--- src/design/tbs_pkg.sv ---
// ----------------------------------------------------------------------------
// tbs_pkg
// shared constants and types of the token bucket shaper
// ----------------------------------------------------------------------------
package tbs_pkg;

    localparam int QUEUE_DEPTH_DEF = 16;

    localparam int TOKEN_W  = 8;
    localparam int STATUS_W = 3;
    localparam int QCOUNT_W = 5;

    localparam int APB_ADDR_W = 3;
    localparam int APB_DATA_W = 32;

    localparam logic [TOKEN_W-1:0] BUCKET_DEPTH_RST = 8'd10;

    localparam logic [0:0] REG_BUCKET_DEPTH = 1'b0;

    localparam logic OP_TICK   = 1'b0;
    localparam logic OP_PACKET = 1'b1;

    localparam logic [STATUS_W-1:0] ST_TOKEN_ADDED = 3'd0;
    localparam logic [STATUS_W-1:0] ST_TOKEN_DROP  = 3'd1;
    localparam logic [STATUS_W-1:0] ST_QUEUED      = 3'd2;
    localparam logic [STATUS_W-1:0] ST_TOO_BIG     = 3'd3;
    localparam logic [STATUS_W-1:0] ST_QUEUE_FULL  = 3'd4;

    typedef struct packed {
        logic push;
        logic pop;
    } fifo_ctrl_t;

    typedef struct packed {
        logic empty;
        logic full;
    } fifo_stat_t;

endpackage

--- src/design/tbs_in_if.sv ---
// ----------------------------------------------------------------------------
// tbs_in_if
// input channel: token ticks and packet arrivals
// ----------------------------------------------------------------------------
interface tbs_in_if;
    import tbs_pkg::*;

    logic               valid;
    logic               ready;
    logic               op;
    logic [TOKEN_W-1:0] tokens_needed;

    modport source (output valid, output op, output tokens_needed, input ready);
    modport sink   (input valid, input op, input tokens_needed, output ready);
endinterface

--- src/design/tbs_out_if.sv ---
// ----------------------------------------------------------------------------
// tbs_out_if
// result channel: one result per input transaction
// ----------------------------------------------------------------------------
interface tbs_out_if;
    import tbs_pkg::*;

    logic                valid;
    logic                ready;
    logic [STATUS_W-1:0] status;
    logic                released;
    logic [TOKEN_W-1:0]  released_tokens;
    logic [TOKEN_W-1:0]  bucket_level;
    logic [QCOUNT_W-1:0] queue_count;

    modport source (output valid, output status, output released, output released_tokens,
                    output bucket_level, output queue_count, input ready);
    modport sink   (input valid, input status, input released, input released_tokens,
                    input bucket_level, input queue_count, output ready);
endinterface

--- src/design/tbs_ram.sv ---
// ----------------------------------------------------------------------------
// tbs_ram
// generic single write port, single read port ram with registered read
// ----------------------------------------------------------------------------
module tbs_ram #(
    parameter int WIDTH = 8,
    parameter int DEPTH = 16
) (
    input  logic                     clk,
    input  logic                     wr_en,
    input  logic [$clog2(DEPTH)-1:0] wr_addr,
    input  logic [WIDTH-1:0]         wr_data,
    input  logic [$clog2(DEPTH)-1:0] rd_addr,
    output logic [WIDTH-1:0]         rd_data
);
    logic [WIDTH-1:0] mem [DEPTH];
    logic [WIDTH-1:0] rd_data_reg;

    always_ff @(posedge clk)
    begin
        if (wr_en)
        begin
            mem[wr_addr] <= wr_data;
        end
        rd_data_reg <= mem[rd_addr];
    end

    assign rd_data = rd_data_reg;
endmodule

--- src/design/tbs_fifo.sv ---
// ----------------------------------------------------------------------------
// tbs_fifo
// waiting queue with the head entry always presented for the release check
// ----------------------------------------------------------------------------
module tbs_fifo #(
    parameter int QUEUE_DEPTH = tbs_pkg::QUEUE_DEPTH_DEF
) (
    input  logic                             clk,
    input  logic                             rst_n,
    input  tbs_pkg::fifo_ctrl_t              ctrl,
    input  logic [tbs_pkg::TOKEN_W-1:0]      wr_data,
    output tbs_pkg::fifo_stat_t              stat,
    output logic [$clog2(QUEUE_DEPTH+1)-1:0] fill,
    output logic [tbs_pkg::TOKEN_W-1:0]      head_data
);
    import tbs_pkg::*;

    localparam int PTR_W  = $clog2(QUEUE_DEPTH);
    localparam int FILL_W = $clog2(QUEUE_DEPTH + 1);
    localparam logic [PTR_W-1:0]  LAST_SLOT = PTR_W'(QUEUE_DEPTH - 1);
    localparam logic [FILL_W-1:0] FULL_FILL = FILL_W'(QUEUE_DEPTH);

    logic [PTR_W-1:0]   head_reg, head_next;
    logic [PTR_W-1:0]   tail_reg, tail_next;
    logic [FILL_W-1:0]  fill_reg, fill_next;
    logic               bypass_reg;
    logic [TOKEN_W-1:0] bypass_data_reg;
    logic [TOKEN_W-1:0] rd_data;

    always_comb
    begin
        head_next = head_reg;
        tail_next = tail_reg;
        fill_next = fill_reg;
        if (ctrl.pop)
        begin
            head_next = (head_reg == LAST_SLOT) ? '0 : head_reg + 1'b1;
        end
        if (ctrl.push)
        begin
            tail_next = (tail_reg == LAST_SLOT) ? '0 : tail_reg + 1'b1;
        end
        case ({ctrl.push, ctrl.pop})
            2'b10:   fill_next = fill_reg + 1'b1;
            2'b01:   fill_next = fill_reg - 1'b1;
            default: fill_next = fill_reg;
        endcase
    end

    always_ff @(posedge clk or negedge rst_n)
    begin
        if (!rst_n)
        begin
            head_reg   <= '0;
            tail_reg   <= '0;
            fill_reg   <= '0;
            bypass_reg <= 1'b0;
        end
        else
        begin
            head_reg   <= head_next;
            tail_reg   <= tail_next;
            fill_reg   <= fill_next;
            bypass_reg <= ctrl.push && (tail_reg == head_next);
        end
    end

    // write into the slot that becomes the head is forwarded past the ram
    always_ff @(posedge clk)
    begin
        bypass_data_reg <= wr_data;
    end

    tbs_ram #(
        .WIDTH (TOKEN_W),
        .DEPTH (QUEUE_DEPTH)
    ) u_ram (
        .clk     (clk),
        .wr_en   (ctrl.push),
        .wr_addr (tail_reg),
        .wr_data (wr_data),
        .rd_addr (head_next),
        .rd_data (rd_data)
    );

    assign head_data  = bypass_reg ? bypass_data_reg : rd_data;
    assign fill       = fill_reg;
    assign stat.empty = (fill_reg == '0);
    assign stat.full  = (fill_reg == FULL_FILL);
endmodule

--- src/design/token_bucket_shaper.sv ---
// ----------------------------------------------------------------------------
// token_bucket_shaper
// token bucket shaper with a waiting queue of packets
// ----------------------------------------------------------------------------
// usage
//   in_ch takes one transaction per item: op 0 is a token tick, op 1 a packet
//   arrival with tokens_needed. out_ch gives exactly one result per item:
//   status, whether the head packet was released and its tokens, the bucket
//   level and the queue fill after the item.
//   an input transaction is taken into the input register and is decided
//   from there into the result register, which raises result valid. one
//   item is taken per cycle when the receiver keeps up; the rate rests on
//   the combinational loop through the bucket level and the queue
//   pointers, which decides each item in full.
//   bucket_depth is written over the apb port (byte address 0); it resets
//   to 10. the user writes it only while the block is idle; the block does
//   not enforce this. reset empties the bucket and the queue and drops any
//   item in flight; the queue storage needs no clearing.
//   when out_ch.ready is low the result holds, one more item waits in the
//   input register and in_ch.ready then falls.
// ----------------------------------------------------------------------------
module token_bucket_shaper #(
    parameter int QUEUE_DEPTH = tbs_pkg::QUEUE_DEPTH_DEF
) (
    input  logic                           clk,
    input  logic                           rst_n,
    tbs_in_if.sink                         in_ch,
    tbs_out_if.source                      out_ch,
    input  logic                           psel,
    input  logic                           penable,
    input  logic                           pwrite,
    input  logic [tbs_pkg::APB_ADDR_W-1:0] paddr,
    input  logic [tbs_pkg::APB_DATA_W-1:0] pwdata,
    output logic [tbs_pkg::APB_DATA_W-1:0] prdata,
    output logic                           pready
);
    import tbs_pkg::*;

    localparam int FILL_W = $clog2(QUEUE_DEPTH + 1);

    logic [TOKEN_W-1:0]  depth_reg;
    logic [TOKEN_W-1:0]  token_reg, token_next;

    logic                in_valid_reg;
    logic                op_reg;
    logic [TOKEN_W-1:0]  need_reg;

    logic                out_valid_reg;
    logic [STATUS_W-1:0] status_reg, status_next;
    logic                released_reg;
    logic [TOKEN_W-1:0]  rel_tokens_reg, rel_tokens_next;
    logic [TOKEN_W-1:0]  level_reg;
    logic [QCOUNT_W-1:0] qcount_reg, qcount_next;

    logic                advance;
    logic                apb_write;
    fifo_ctrl_t          fifo_ctrl;
    fifo_stat_t          fifo_stat;
    logic [FILL_W-1:0]   fill;
    logic [FILL_W-1:0]   fill_push;
    logic [FILL_W-1:0]   fill_after;
    logic [FILL_W+QCOUNT_W-1:0] fill_wide;
    logic [TOKEN_W-1:0]  head_data;
    logic [TOKEN_W-1:0]  head_need;
    logic [TOKEN_W-1:0]  token_mid;
    logic                push;
    logic                pop;

    // configuration
    assign pready    = 1'b1;
    assign apb_write = psel && penable && pwrite;

    always_ff @(posedge clk or negedge rst_n)
    begin
        if (!rst_n)
        begin
            depth_reg <= BUCKET_DEPTH_RST;
        end
        else if (apb_write && (paddr[2:2] == REG_BUCKET_DEPTH))
        begin
            depth_reg <= pwdata[TOKEN_W-1:0];
        end
    end

    always_comb
    begin
        prdata = '0;
        if (paddr[2:2] == REG_BUCKET_DEPTH)
        begin
            prdata[TOKEN_W-1:0] = depth_reg;
        end
    end

    // handshake
    assign advance     = in_valid_reg && (!out_valid_reg || out_ch.ready);
    assign in_ch.ready = !in_valid_reg || advance;

    always_ff @(posedge clk or negedge rst_n)
    begin
        if (!rst_n)
        begin
            in_valid_reg <= 1'b0;
        end
        else if (in_ch.ready)
        begin
            in_valid_reg <= in_ch.valid;
        end
    end

    always_ff @(posedge clk)
    begin
        if (in_ch.valid && in_ch.ready)
        begin
            op_reg   <= in_ch.op;
            need_reg <= in_ch.tokens_needed;
        end
    end

    // item decision
    always_comb
    begin
        token_mid   = token_reg;
        push        = 1'b0;
        status_next = ST_TOKEN_ADDED;
        case (op_reg)
            OP_TICK:
            begin
                if (token_reg >= depth_reg)
                begin
                    status_next = ST_TOKEN_DROP;
                end
                else
                begin
                    token_mid   = token_reg + 1'b1;
                    status_next = ST_TOKEN_ADDED;
                end
            end
            OP_PACKET:
            begin
                if (need_reg > depth_reg)
                begin
                    status_next = ST_TOO_BIG;
                end
                else if (fifo_stat.full)
                begin
                    status_next = ST_QUEUE_FULL;
                end
                else
                begin
                    push        = 1'b1;
                    status_next = ST_QUEUED;
                end
            end
            default:
            begin
                status_next = ST_TOKEN_ADDED;
            end
        endcase

        fill_push       = fill + FILL_W'(push);
        head_need       = fifo_stat.empty ? need_reg : head_data;
        pop             = (fill_push != '0) && (head_need <= token_mid);
        token_next      = pop ? token_mid - head_need : token_mid;
        rel_tokens_next = pop ? head_need : '0;
        fill_after      = fill_push - FILL_W'(pop);
        fill_wide       = {{QCOUNT_W{1'b0}}, fill_after};
        qcount_next     = fill_wide[QCOUNT_W-1:0];
    end

    assign fifo_ctrl.push = advance && push;
    assign fifo_ctrl.pop  = advance && pop;

    tbs_fifo #(
        .QUEUE_DEPTH (QUEUE_DEPTH)
    ) u_fifo (
        .clk       (clk),
        .rst_n     (rst_n),
        .ctrl      (fifo_ctrl),
        .wr_data   (need_reg),
        .stat      (fifo_stat),
        .fill      (fill),
        .head_data (head_data)
    );

    always_ff @(posedge clk or negedge rst_n)
    begin
        if (!rst_n)
        begin
            token_reg     <= '0;
            out_valid_reg <= 1'b0;
        end
        else
        begin
            if (advance)
            begin
                token_reg <= token_next;
            end
            if (advance)
            begin
                out_valid_reg <= 1'b1;
            end
            else if (out_ch.ready)
            begin
                out_valid_reg <= 1'b0;
            end
        end
    end

    always_ff @(posedge clk)
    begin
        if (advance)
        begin
            status_reg     <= status_next;
            released_reg   <= pop;
            rel_tokens_reg <= rel_tokens_next;
            level_reg      <= token_next;
            qcount_reg     <= qcount_next;
        end
    end

    assign out_ch.valid           = out_valid_reg;
    assign out_ch.status          = status_reg;
    assign out_ch.released        = released_reg;
    assign out_ch.released_tokens = rel_tokens_reg;
    assign out_ch.bucket_level    = level_reg;
    assign out_ch.queue_count     = qcount_reg;
endmodule

--- src/flat_wrapper.sv ---
// flat-port wrapper written by rule: the top's interface ports become plain ports
module token_bucket_shaper_flat import tbs_pkg::*;
#(
    parameter int QUEUE_DEPTH = tbs_pkg::QUEUE_DEPTH_DEF
)
  (clk, rst_n, psel, penable, pwrite, paddr, pwdata, prdata, pready, in_ch_valid, in_ch_op, in_ch_tokens_needed, in_ch_ready, out_ch_valid, out_ch_status, out_ch_released, out_ch_released_tokens, out_ch_bucket_level, out_ch_queue_count, out_ch_ready);
  tbs_in_if in_ch_i ();
  tbs_out_if out_ch_i ();
  input  logic clk;
  input  logic rst_n;
  input  logic psel;
  input  logic penable;
  input  logic pwrite;
  input  logic [tbs_pkg::APB_ADDR_W-1:0] paddr;
  input  logic [tbs_pkg::APB_DATA_W-1:0] pwdata;
  output logic [tbs_pkg::APB_DATA_W-1:0] prdata;
  output logic pready;
  input wire logic [$bits(in_ch_i.valid)-1:0] in_ch_valid;
  input wire logic [$bits(in_ch_i.op)-1:0] in_ch_op;
  input wire logic [$bits(in_ch_i.tokens_needed)-1:0] in_ch_tokens_needed;
  output wire logic [$bits(in_ch_i.ready)-1:0] in_ch_ready;
  output wire logic [$bits(out_ch_i.valid)-1:0] out_ch_valid;
  output wire logic [$bits(out_ch_i.status)-1:0] out_ch_status;
  output wire logic [$bits(out_ch_i.released)-1:0] out_ch_released;
  output wire logic [$bits(out_ch_i.released_tokens)-1:0] out_ch_released_tokens;
  output wire logic [$bits(out_ch_i.bucket_level)-1:0] out_ch_bucket_level;
  output wire logic [$bits(out_ch_i.queue_count)-1:0] out_ch_queue_count;
  input wire logic [$bits(out_ch_i.ready)-1:0] out_ch_ready;
  assign in_ch_i.valid = in_ch_valid;
  assign in_ch_i.op = in_ch_op;
  assign in_ch_i.tokens_needed = in_ch_tokens_needed;
  assign in_ch_ready = in_ch_i.ready;
  assign out_ch_valid = out_ch_i.valid;
  assign out_ch_status = out_ch_i.status;
  assign out_ch_released = out_ch_i.released;
  assign out_ch_released_tokens = out_ch_i.released_tokens;
  assign out_ch_bucket_level = out_ch_i.bucket_level;
  assign out_ch_queue_count = out_ch_i.queue_count;
  assign out_ch_i.ready = out_ch_ready;
  token_bucket_shaper #(.QUEUE_DEPTH(QUEUE_DEPTH)) u_core (.clk(clk), .rst_n(rst_n), .in_ch(in_ch_i), .out_ch(out_ch_i), .psel(psel), .penable(penable), .pwrite(pwrite), .paddr(paddr), .pwdata(pwdata), .prdata(prdata), .pready(pready));
endmodule
--- config.mk ---
export PLATFORM = sky130hd
export DESIGN_NAME = token_bucket_shaper_flat
export DESIGN_NICKNAME = d
export VERILOG_FILES = /design/src/design/tbs_pkg.sv /design/src/design/tbs_in_if.sv /design/src/design/tbs_out_if.sv /design/src/design/tbs_ram.sv /design/src/design/tbs_fifo.sv /design/src/design/token_bucket_shaper.sv /design/src/flat_wrapper.sv
export SDC_FILE = /design/constraint.sdc
export NUM_CORES = 1
export LEC_CHECK = 0
export ABC_AREA = 1
export BUFFER_PORTS_ARGS = -buffer_cell sky130_fd_sc_hd__buf_2
export CAP_MARGIN = 10
export CORE_ASPECT_RATIO = 1.75
export CORE_MARGIN = 2
export CORE_UTILIZATION = 64
export DETAILED_ROUTE_END_ITERATION = 8
export PLACE_DENSITY = 0.93
export SLEW_MARGIN = 20
export SYNTH_ARGS = -nofsm -noshare
export SYNTH_HDL_FRONTEND = slang
export SYNTH_SLANG_ARGS = --single-unit
--- constraint.sdc ---
create_clock -name clk -period 13.8 [get_ports clk]
set_clock_uncertainty 0.15 [all_clocks]
set_input_delay 2.76 -clock clk [delete_from_list [all_inputs] [get_ports clk]]
set_output_delay 2.76 -clock clk [all_outputs]
set_load 0.01 [all_outputs]
## After elaboration in Yosys (flattened, before gate mapping)

Memories as Yosys holds them, arrays and structs flattened. A register that Yosys moved wholly into a read port is not among the register bits.
Index checks and enable logic that the tools add are counted.

- Register bits after elaboration: 74
- Memory bits (writable): 128
- Input port bits: 51
- Memories: 1

Memories:

| memory | words | bits a word | rd ports | clocked after memory_dff | write ports | RTL line | RTL |
|---|---|---|---|---|---|---|---|
| u_core.u_fifo.u_ram.mem | 16 | 8 | 1 | 1 | 1 | tbs_ram.sv:16 | `logic [WIDTH-1:0] mem [DEPTH];` |

- Add/sub/neg operators: 8
- $lt $le $gt $ge: 3
- Equal/unequal tests: 6
- Multiplexer cells: 21
- Bitwise logic cells: 2
- Reduce and logical (&&, ||, !) cells: 17

Operator list:

| kind | count |
|---|---|
| 8-bit two-way mux | 6 |
| 4-bit two-way mux | 3 |
| 5-bit case mux with 2 select lines | 1 |
| 1-bit logical AND | 9 |
| 4-bit by 1-bit adder with 4-bit output, second input constant | 2 |
| 8-bit by 1-bit adder with 8-bit output, second input constant | 1 |
| 4-bit equality test, second input constant | 2 |
| 8-bit >= comparator | 1 |
| 8-bit > comparator | 1 |
| 8-bit <= comparator | 1 |
| 1-bit two-way mux | 8 |
| 8-bit subtractor | 1 |
| 3-bit two-way mux | 2 |
| 3-bit case mux with 2 select lines | 1 |
| 5-bit by 1-bit adder with 5-bit output | 1 |
| 5-bit by 1-bit adder with 5-bit output, second input constant | 1 |
| 5-bit equality test, second input constant | 1 |
| 5-bit zero test | 1 |
| 5-bit nonzero test | 1 |
| 5-bit by 1-bit subtractor with 5-bit output | 1 |
| 5-bit by 1-bit subtractor with 5-bit output, second input constant | 1 |
| 4-bit equality test | 1 |
| 2-bit nonzero test | 2 |
| 2-bit by 1-bit equality test with 1-bit output, second input constant | 1 |
| other kinds (4) | 7 |

## Logic depth before layout (Yosys ltp)

Gate-level depths: netlist (run 1).

- Word-level depth: 11
- Depth in mapped cells: 31
- Depth with buffers taken out: 31

## By module

From an unflattened synthesis (run 1), not the netlist that was laid out.

- Cell total of the unflattened synthesis: 1066
- Area total of the unflattened synthesis: 10286.1 um^2

By module, submodules not included:

| module | times used | cells an instance | area each (um^2) | sequential area each (um^2) |
|---|---|---|---|---|
| tbs_ram | 1 | 551 | 5766.8 | 4003.8 |
| token_bucket_shaper | 1 | 383 | 3409.5 | 1473.9 |
| tbs_fifo | 1 | 132 | 1109.8 | 510.5 |

## Worst setup path before layout (run 1)

No wires, ideal clock.

- Path kind: input to output
- Start: input paddr[2] in the netlist's numbering
- End: output prdata[0] in the netlist's numbering
- Arrival: 3.119 ns
- Data required time: 10.890 ns
- Path slack: 7.771 ns
- Stages: 2
- Path through: clkbuf_1 > nor2_1

- Word-level cells in the longest chain between the ends: 1

RTL lines:

| element | RTL line | RTL |
|---|---|---|
| start: declaration | flat_wrapper.sv:14 | `input logic [tbs_pkg::APB_ADDR_W-1:0] paddr;` |
| 8-bit two-way mux | token_bucket_shaper.sv:88 | `if (paddr[2:2] == REG_BUCKET_DEPTH)` |
| end: declaration | flat_wrapper.sv:16 | `output logic [tbs_pkg::APB_DATA_W-1:0] prdata;` |

Every way passes these cells.

## Final worst setup path (run 1)

- Start: register u_core.depth_reg[1]
- End: register u_core.u_fifo.fill_reg[4] (netlist: u_core.u_fifo.fill[4])

- Word-level cells in the longest chain between the ends: 9
- Elaborated cells between the ends (all ways): 16
- Those cells by class: add/sub (1); order compare (3); eq/ne (2); mux (5); reduce/logical (5)

RTL lines:

| element | RTL line | RTL |
|---|---|---|
| start: declaration | token_bucket_shaper.sv:41 | `logic [TOKEN_W-1:0] depth_reg;` |
| start signal: assignment | token_bucket_shaper.sv:81 | `depth_reg <= pwdata[TOKEN_W-1:0];` |
| 8-bit > comparator | token_bucket_shaper.sv:140 | `if (need_reg > depth_reg)` |
| 1-bit two-way mux | token_bucket_shaper.sv:140 |  |
| 1-bit two-way mux | token_bucket_shaper.sv:125 | `case (op_reg)` |
| 5-bit by 1-bit adder with 5-bit output | token_bucket_shaper.sv:160 | `fill_push = fill + FILL_W'(push);` |
| 5-bit nonzero test | token_bucket_shaper.sv:162 | `pop = (fill_push != '0) && (head_need <= token_mid);` |
| 1-bit logical AND | token_bucket_shaper.sv:162 |  |
| 1-bit logical AND | token_bucket_shaper.sv:171 | `assign fifo_ctrl.pop = advance && pop;` |
| 2-bit by 1-bit equality test with 1-bit output / 2-bit equality test (equally long branches) | tbs_fifo.sv:43 | `case ({ctrl.push, ctrl.pop})` |
| 5-bit case mux with 2 select lines / 2-bit nonzero test (equally long branches) | - |  |
| end signal: assignment | tbs_fifo.sv:63 | `fill_reg <= fill_next;` |
| end: declaration | tbs_fifo.sv:25 | `logic [FILL_W-1:0] fill_reg, fill_next;` |

Parallel ways exist; a longest one is shown, timed or not.
A chain may end at the register's enable or synchronous reset.

==> impl_metrics.env, run 1 <==
export IMPL_root_buffer="clkbuf_16"
export IMPL_clk_pin_slew_ns=0.07
export IMPL_grt_max_degree=67
export IMPL_timing_rr_start="u_core.depth_reg[1]"
export IMPL_finalSetupViolCount=0
export IMPL_cp_max_fo=19
export IMPL_post_route_drc_count=0
export IMPL_dieArea_um2=17400
export IMPL_rsz0062_at_grt="no"
export IMPL_num_nets_final=1211
export IMPL_numClockSinks=210
export IMPL_synth_edf_count=162
export IMPL_n_antenna_cell=0
export IMPL_cts_buffers=18
export IMPL_critPathCapture="u_core.u_fifo.fill[4]"
export IMPL_cp_startpoint="u_core.depth_reg[1]"
export IMPL_ys_top_cells_by_count="nand2_1, inv_1, edfxtp_1"
export IMPL_fin_setup_tns_ns=0
export IMPL_worstHoldPathType="register to register"
export IMPL_vias=7861
export IMPL_post_dp_hpwl_um=16400
export IMPL_yosysTopAreaCell="edfxtp_1"
export IMPL_viasPerCell=5.95
export IMPL_ys_types=47
export IMPL_status="complete, no violations"
export IMPL_postCtsSetupBuffers=0
export IMPL_max_freq_mhz=160
export IMPL_synth_area_um2=10400
export IMPL_maxCapViolCount=0
export IMPL_netlist_instances=1070
export IMPL_synthTopCellsByArea="edfxtp_1, nand2_1, nand3_1"
export IMPL_grt_pass1_wl_um=40400
export IMPL_async_flop_share=0.152
export IMPL_die_y_um=173
export IMPL_ys_seq_elements=210
export IMPL_dr_pass1_iters=8
export IMPL_antenna_found_initial=0
export IMPL_final_max_slew_viol_count=0
export IMPL_tightest_slew_ns=1.03
export IMPL_antenna_left=0
export IMPL_synth_xor_area_frac=0.0134
export IMPL_yosys_area_share_simple=0.214
export IMPL_reg2reg_depth=29
export IMPL_end_kind="register"
export IMPL_drtIter0Drc=815
export IMPL_fin_crit_ns=6.24
export IMPL_worst_setup_path_start_kind="register"
export IMPL_regArea_um2=5990
export IMPL_htree_levels=1
export IMPL_worst_r2r_setup_slack_ns=7.56
export IMPL_p_per_area_nw_per_um2=234
export IMPL_fillerInstances=954
export IMPL_reg2reg_to="u_core.u_fifo.fill[4]"
export IMPL_yosys_most_used_dff="edfxtp_1"
export IMPL_cts_buffer_depth=3
export IMPL_grt_total_usage=0.301
export IMPL_timing_final_ws_setup_ns=7.56
export IMPL_wl_per_cell_um=19.2
export IMPL_muxShareOfSynthArea=0.00683
export IMPL_peakVddDrop_v=0.000203
export IMPL_syn_area_per_cell_um2=9.76
export IMPL_worst_skew_pair_late_latency_ns=0.50
export IMPL_yosysWarnings=0
export IMPL_cts_resized=0
export IMPL_slew_headroom=0.312
export IMPL_crit_required_ns=14.01
export IMPL_largest_reg_flops=128
export IMPL_slowest_delay_ns=0.71
export IMPL_gp_congestion=0.913
export IMPL_die_w_um=101
export IMPL_synth_top_family_by_area="simple AND/OR/NAND/NOR gates"
export IMPL_arrival_ns=6.45
export IMPL_rows=61
export IMPL_finalWirelength_um=25400
export IMPL_post_synth_top_count_cell="nand2_1"
export IMPL_drive_above_1_share=0.109
export IMPL_ctsHoldBuffers=0
export IMPL_ys_seq_area_frac=0.574
export IMPL_critPathKind="register to register"
export IMPL_synthAdderAreaFrac=0.0475
export IMPL_p_leak_nw=5.19
export IMPL_syn2layout_area_growth_pct=8.21
export IMPL_fin_crit_sh=0.453
export IMPL_io_buffer_count=59
export IMPL_tritoncts="done"
export IMPL_grt_pass1_vias=8058
export IMPL_initial_core_util=0.655
export IMPL_yosysTopAreaCellShare=0.466
export IMPL_finalHoldViolations=0
export IMPL_place_ws_ns=7.71
export IMPL_regMostFlops="u_core.u_fifo.u_ram.mem"
export IMPL_overflow=0
export IMPL_core_um2=16000
export IMPL_multiInputGateArea_um2=3440
export IMPL_ios=111
export IMPL_synth_compound_area_frac=0.0380
export IMPL_crit_slowest_cell="nor2_1"
==> kinds of logic (layout without fill, tap and decap cells) <==
kind of cell	count (synthesis)	after routing
simple gates	482	482
fa+ha+maj	39	39
flops	210	210
xor+xnor	16	16
mux	7	7
buf+inv	245	285
compound gates	69	69
other cells	2	25
==> power breakdown <==
group / switching, mW / internal [mW] / total, mW
Sequential: 0.0734 / 0.810 / 0.883
Clock: 0.225 / 0.285 / 0.509
Combinational: 0.868 / 0.385 / 1.25
==> layer usage <==
layer,vias to the layer above,track usage,part of all wire
li1,3541,-,-
met1,3626,0.317,0.31
met2,561,0.546,0.53
met3,133,0.0388,0.086
met4,0,0.200,0.075
met5,-,0,0
==> layout make-up <==
class | count | share of cell area
flip-flops and latches | 210 | 0.530
multi-input cells | 638 | 0.304
inverters | 188 | 0.0627
clock buffers | 21 | 0.0417
repair buffers | 65 | 0.0301
well taps | 189 | 0.0209
clock inverters | 11 | 0.0103
==> worst min path at each step <==
stage / from / endpoint / cells after the start
3_3_place_gp: u_core.out_ch.valid / u_core.out_ch.valid / 2
6_report: u_core.depth_reg[1] / u_core.depth_reg[1] / 2
4_1_cts: u_core.depth_reg[3] / u_core.depth_reg[3] / 2
2_1_floorplan: u_core.depth_reg[1] / u_core.depth_reg[1] / 2
3_5_place_dp: u_core.out_ch.valid / u_core.out_ch.valid / 2
5_1_grt: u_core.depth_reg[1] / u_core.depth_reg[1] / 2
==> through the flow <==
step | hold WS [ns] | util | power (mW) | instances | cell area, µm²
after CTS | 0.412 | 0.708 | 2.61 | 1322 | 11300
after detailed placement | 0.397 | 0.671 | 2.08 | 1290 | 10700
after global routing | 0.439 | 0.708 | 2.79 | 1322 | 11300
after floorplan | 0.348 | - | 1.79 | 1093 | 10500
final | 0.416 | 0.708 | 2.64 | 1322 | 11300
after global placement | 0.378 | 0.671 | 2.02 | 1290 | 10700
==> critical path: cells and delay by family, from the launching register on <==
family / cells / cell delay [ns]
flops: 1 / 0.52
compound gates: 7 / 1.14
simple gates: 10 / 1.78
buf+inv: 4 / 0.32
xor+xnor: 3 / 0.60
fa+ha+maj: 5 / 1.58
==> layout by cell type (no fill, tap or decap), types with 18 or more instances in the layout <==
master     Yosys  layout
a21oi_1       30      30
buf_2         11      59
clkbuf_16      0      18
conb_1         2      25
dfrtp_1       30      30
edfxtp_1     162     162
ha_1          38      38
inv_1        182     182
nand2_1      229     228
nand3_1      153     153
nor2_1        53      53
o21ai_0       25      25
(Power assumes the default switching activity.)
==> run 2, diff against run 1 <==
--- a/config.mk
+++ b/config.mk
@@ -10,9 +10,9 @@
 export CAP_MARGIN = 10
 export CORE_ASPECT_RATIO = 1.75
 export CORE_MARGIN = 2
-export CORE_UTILIZATION = 64
+export CORE_UTILIZATION = 59
 export DETAILED_ROUTE_END_ITERATION = 8
-export PLACE_DENSITY = 0.93
+export PLACE_DENSITY = 0.87
 export SLEW_MARGIN = 20
 export SYNTH_ARGS = -nofsm -noshare
 export SYNTH_HDL_FRONTEND = slang
==> constraint.sdc (replaced) <==
create_clock -name clk -period 5.8 [get_ports clk]
set_clock_uncertainty 0.15 [all_clocks]
set_input_delay 1.16 -clock clk [delete_from_list [all_inputs] [get_ports clk]]
set_output_delay 1.16 -clock clk [all_outputs]
set_load 0.01 [all_outputs]
==> run 2 against run 1 <==
Sequential power up 140%. Non-clock buffer count rose by 9. Wire length shrank 7.2%. Fmax rose by 15%. Via count shrank 4.3%. Cell count rose by 3.9%. Largest cell class unchanged. Highest routed layer unchanged.
==> impl_metrics.env, run 2 (synthesis gave the netlist of run 1 again) <==
export IMPL_status="complete, no violations"
export IMPL_p_leak_nw=5.27
export IMPL_io_buffer_count=59
export IMPL_cts_buffers=18
export IMPL_final_cell_mix="nand2_1, inv_1, edfxtp_1, nand3_1, buf_2"
export IMPL_core_um2=17400
export IMPL_dieArea_um2=18800
export IMPL_reg2reg_depth=30
export IMPL_p_per_area_nw_per_um2=550
export IMPL_initial_core_util=0.601
export IMPL_overflow=0
export IMPL_grt_max_degree=67
export IMPL_maxCapViolCount=0
export IMPL_max_freq_mhz=185
export IMPL_viasPerCell=5.48
export IMPL_grt_total_usage=0.256
export IMPL_fin_setup_tns_ns=0
export IMPL_tritoncts="done"
export IMPL_post_route_drc_count=0
export IMPL_worst_r2r_setup_slack_ns=0.38
export IMPL_drive_above_1_share=0.120
export IMPL_fin_crit_sh=0.934
export IMPL_n_antenna_cell=0
export IMPL_dr_pass1_iters=7
export IMPL_fin_crit_ns=5.42
export IMPL_root_buffer="clkbuf_16"
export IMPL_final_common_cell="nand2_1"
export IMPL_ios=111
export IMPL_finalSetupViolCount=0
export IMPL_die_w_um=105
export IMPL_largest_reg_flops=128
export IMPL_timing_rr_start="u_core.depth_reg[1]"
export IMPL_holdPathStages=2
export IMPL_clk_pin_slew_ns=0.07
export IMPL_fin_util=0.660
export IMPL_min_delay_worst_endpoint="u_core.token_reg[0]"
export IMPL_placed_area_um2=10800
export IMPL_worst_skew_pair_late_latency_ns=0.48
export IMPL_rows=64
export IMPL_grt_pass1_vias=7543
export IMPL_crit_slowest_cell="dfstp_2"
export IMPL_peakVddDrop_v=0.000431
export IMPL_postCtsSetupBuffers=0
export IMPL_reg2reg_to="u_core.u_fifo.fill[4]"
export IMPL_slowest_delay_ns=0.52
export IMPL_cp_max_fo=19
export IMPL_wl_per_cell_um=17.2
export IMPL_end_kind="register"
export IMPL_worst_setup_path_start_kind="register"
export IMPL_rsz0062_at_grt="no"
export IMPL_drtIter0Drc=624
export IMPL_crit_required_ns=6.00
export IMPL_worstHoldPathType="register to register"
export IMPL_min_delay_start="u_core.token_reg[0]"
export IMPL_num_nets_final=1220
export IMPL_ctsHoldBuffers=0
export IMPL_die_y_um=180
export IMPL_critPathKind="register to register"
export IMPL_antenna_found_initial=0
export IMPL_antenna_left=0
export IMPL_grt_pass1_wl_um=37900
export IMPL_cts_resized=0
export IMPL_cts_buffer_depth=3
export IMPL_tightest_slew_ns=1.00
export IMPL_finalWirelength_um=23600
export IMPL_vias=7525
export IMPL_syn2layout_area_growth_pct=9.85
export IMPL_final_cell_area_um2=11500
export IMPL_fillerInstances=1205
export IMPL_regMostFlops="u_core.u_fifo.u_ram.mem"
export IMPL_finalHoldViolations=0
export IMPL_slew_headroom=0.330
export IMPL_htree_levels=1
export IMPL_numClockSinks=210
export IMPL_gp_congestion=0.934
export IMPL_final_max_slew_viol_count=0
export IMPL_post_dp_hpwl_um=15700
export IMPL_arrival_ns=5.62
[run 2: cell count changes in the layout (fill, tap and decap cells not counted), moves of 2 or more]
| cell | delta |
|---|---|
| buf_4 | +9 |
| clkbuf_16 | +3 |
| clkbuf_8 | +2 |
| clkinv_1 | -4 |
| clkinv_4 | +3 |
| clkinvlp_4 | -2 |
[run 2: worst max-delay path by stage]
stage	cells after the start	to	startpoint	slack, ns
CTS	30	u_core.u_fifo.fill[4]	u_core.depth_reg[1]	0.48
finish	30	u_core.u_fifo.fill[4]	u_core.depth_reg[1]	0.38
floorplan	29	u_core.u_fifo.fill[4]	u_core.depth_reg[1]	1.18
detailed placement	30	u_core.u_fifo.fill[4]	u_core.depth_reg[1]	0.54
global placement	30	u_core.u_fifo.fill[4]	u_core.depth_reg[1]	0.70
global route	30	u_core.u_fifo.fill[4]	u_core.depth_reg[1]	0.05
[run 2: layout make-up]
class                           count  area, µm²  area share
Sequential cell                   210       5990       0.522
Multi-Input combinational cell    638       3430       0.299
Inverter                          188        708      0.0617
Clock buffer                       25        571      0.0497
Timing Repair Buffer               74        408      0.0356
Tap cell                          231        289      0.0252
Clock inverter                      7       71.3     0.00622
[run 2: metal layers]
layer,global-route usage,wire length (µm),part of all wire,vias up
li1,-,-,-,3557
met1,0.258,7770,0.33,3485
met2,0.480,12600,0.54,380
met3,0.0417,1630,0.069,103
met4,0.157,1520,0.065,0
met5,0,0,0,-
[run 2: power breakdown]
part,leakage [nW],internal [mW],switching [mW]
sequential,1.99,1.93,0.152
clock,0.320,0.739,0.530
combinational,2.96,0.941,2.02
total,5.27,3.61,2.71
[run 2: through the flow]
stage	total power [mW]	cells	hold slack, ns	setup WS (ns)
2_1_floorplan	4.26	1093	0.348	1.18
3_3_place_gp	4.84	1341	0.369	0.700
3_5_place_dp	4.97	1341	0.385	0.540
4_1_cts	6.27	1373	0.407	0.478
5_1_grt	6.73	1373	0.439	0.0536
6_report	6.31	1373	0.405	0.381
[run 2: worst max-delay path: cells and delay by family (launching register included)]
kind | cells | cell delay, ns
compound gates | 7 | 1.04
simple gates | 10 | 1.24
flops | 1 | 0.52
fa+ha+maj | 5 | 1.45
buf+inv | 5 | 0.48
xor+xnor | 3 | 0.41
==> run 3, diff against run 2 <==
==> constraint.sdc (replaced) <==
create_clock -name clk -period 5.8 [get_ports clk]
set_clock_uncertainty 0.15 [all_clocks]
set_input_delay 0.58 -clock clk [delete_from_list [all_inputs] [get_ports clk]]
set_output_delay 0.58 -clock clk [all_outputs]
set_load 0.01 [all_outputs]
==> run 3 against run 2 <==
Combinational power barely moved. Via count rose by 1.4%. Sequential cell count did not move. Highest routed layer unchanged. Design area fell by 0.61%. Critical endpoint unchanged. Non-clock buffer count fell by 2. Wire length rose by 2.2%. Register-to-register slack improved by 0.08 ns.
==> impl_metrics.env, run 3 (synthesis gave the netlist of run 1 again) <==
export IMPL_antenna_found_initial=0
export IMPL_vias=7634
export IMPL_numClockSinks=210
export IMPL_dr_pass1_iters=5
export IMPL_maxCapViolCount=0
export IMPL_status="complete, no violations"
export IMPL_p_leak_nw=5.22
export IMPL_cts_buffers=18
export IMPL_finalWirelength_um=24100
export IMPL_tightest_slew_ns=0.956
export IMPL_htree_levels=1
export IMPL_drive_above_1_share=0.117
export IMPL_rsz0062_at_grt="no"
export IMPL_end_kind="register"
export IMPL_fin_crit_sh=0.921
export IMPL_grt_pass1_vias=7630
export IMPL_viasPerCell=5.57
export IMPL_finalSetupViolCount=0
export IMPL_timing_rr_start="u_core.depth_reg[1]"
export IMPL_antenna_left=0
export IMPL_slew_headroom=0.360
export IMPL_hold_slack_ns=0.00361
export IMPL_fin_setup_tns_ns=0
export IMPL_clockPowerShare=0.190
export IMPL_regMostFlops="u_core.u_fifo.u_ram.mem"
export IMPL_clk_pin_slew_ns=0.07
export IMPL_p_comb_frac=0.477
export IMPL_reg2reg_to="u_core.u_fifo.fill[4]"
export IMPL_p_switching_mw=2.75
export IMPL_total_power_mw=6.25
export IMPL_finalHoldViolations=0
export IMPL_core_um2=17400
export IMPL_grt_max_degree=67
export IMPL_worst_skew_pair_late_latency_ns=0.50
export IMPL_die_y_um=180
export IMPL_syn2layout_area_growth_pct=9.18
export IMPL_fillerInstances=1280
export IMPL_n_antenna_cell=0
export IMPL_worst_r2r_setup_slack_ns=0.46
export IMPL_p_per_area_nw_per_um2=548
export IMPL_grt_pass1_wl_um=38400
export IMPL_crit_required_ns=6.03
export IMPL_dieArea_um2=18800
export IMPL_io_buffer_count=59
export IMPL_reg2reg_depth=30
export IMPL_drtIter0Drc=744
export IMPL_cts_buffer_depth=3
export IMPL_post_dp_hpwl_um=16000
export IMPL_intPower_mw=3.50
export IMPL_final_common_cell="nand2_1"
export IMPL_power_frac_seq=0.333
export IMPL_tritoncts="done"
export IMPL_root_buffer="clkbuf_16"
export IMPL_fin_crit_ns=5.34
export IMPL_crit_slowest_cell="dfstp_2"
export IMPL_rows=64
export IMPL_worstHoldPathType="input pin to asynchronous set/reset pin"
export IMPL_peakVddDrop_v=0.000405
export IMPL_num_nets_final=1218
export IMPL_ios=111
export IMPL_post_route_drc_count=0
export IMPL_initial_core_util=0.601
export IMPL_grt_total_usage=0.259
export IMPL_critPathKind="register to register"
export IMPL_cp_max_fo=19
export IMPL_final_max_slew_viol_count=0
export IMPL_max_freq_mhz=187
export IMPL_postCtsSetupBuffers=0
export IMPL_largest_reg_flops=128
export IMPL_slowest_delay_ns=0.52
export IMPL_arrival_ns=5.57
export IMPL_die_w_um=105
export IMPL_swShare=0.439
export IMPL_wl_per_cell_um=17.6
export IMPL_gp_congestion=0.915
export IMPL_worst_setup_path_start_kind="register"
export IMPL_final_cell_mix="nand2_1, inv_1, edfxtp_1, nand3_1, buf_2"
export IMPL_overflow=0
-- run 3: changes by cell type in the layout (fill, tap and decap cells not counted), sizes merged --
cell / delta
clkinv: +2
buf: -2
clkinvlp: +2
inv: +1
clkbuf: -5
-- run 3: timing repair --
item | CTS | global route
gates resized for setup | 0 | 1
endpoints found under the setup margin | 0 | 1
hold buffers | 0 | 0
-- run 3: metal layers --
metal	vias to the layer above	routed length, µm	share of wire	track usage
met5	-	0	0	0
met2	432	12500	0.52	0.477
met3	122	1790	0.074	0.0308
li1	3548	-	-	-
met4	0	2020	0.084	0.184
met1	3532	7760	0.32	0.267
-- run 3: worst max-delay path by stage --
| stage | from | to | depth (start not counted) |
|---|---|---|---|
| floorplan | u_core.depth_reg[1] | u_core.u_fifo.fill[4] | 29 |
| global placement | u_core.depth_reg[1] | u_core.u_fifo.fill[4] | 30 |
| detailed placement | u_core.depth_reg[1] | u_core.u_fifo.fill[4] | 30 |
| CTS | u_core.depth_reg[1] | u_core.u_fifo.fill[4] | 30 |
| global route | u_core.depth_reg[1] | u_core.u_fifo.fill[4] | 30 |
| finish | u_core.depth_reg[1] | u_core.u_fifo.fill[4] | 30 |
-- run 3: critical path: cells and delay by family (launching register included) --
kind            cells  cell delay, ns
buf+inv             5            0.52
compound gates      7            1.03
fa+ha+maj           5            1.42
xor+xnor            3            0.37
flops               1            0.52
simple gates       10            1.23
-- run 3: power by group through the flow --
stage	logic (mW)	registers (mW)	clock network [mW]
5_1_grt	3.30	2.10	1.24
3_3_place_gp	2.76	2.09	0
6_report	2.98	2.08	1.19
3_5_place_dp	2.88	2.10	0
4_1_cts	2.94	2.08	1.19
2_1_floorplan	2.16	2.11	0
-- run 3: final cells by class --
type,count,area [µm²],area share
clock buffers,20,468,0.0410
clock inverters,12,104,0.00911
inverters,188,708,0.0621
multi-input cells,638,3440,0.302
flip-flops and latches,210,5990,0.525
well taps,231,289,0.0254
repair buffers,72,405,0.0356
-- run 3: through the flow --
step	setup WS (ns)	instances	cell area (µm²)	utilization
after CTS	0.495	1371	11400	0.656
after global routing	0.0555	1371	11400	0.656
after detailed placement	0.555	1339	10800	0.623
after global placement	0.704	1339	10800	0.623
final	0.459	1371	11400	0.656
after floorplan	1.18	1093	10500	-
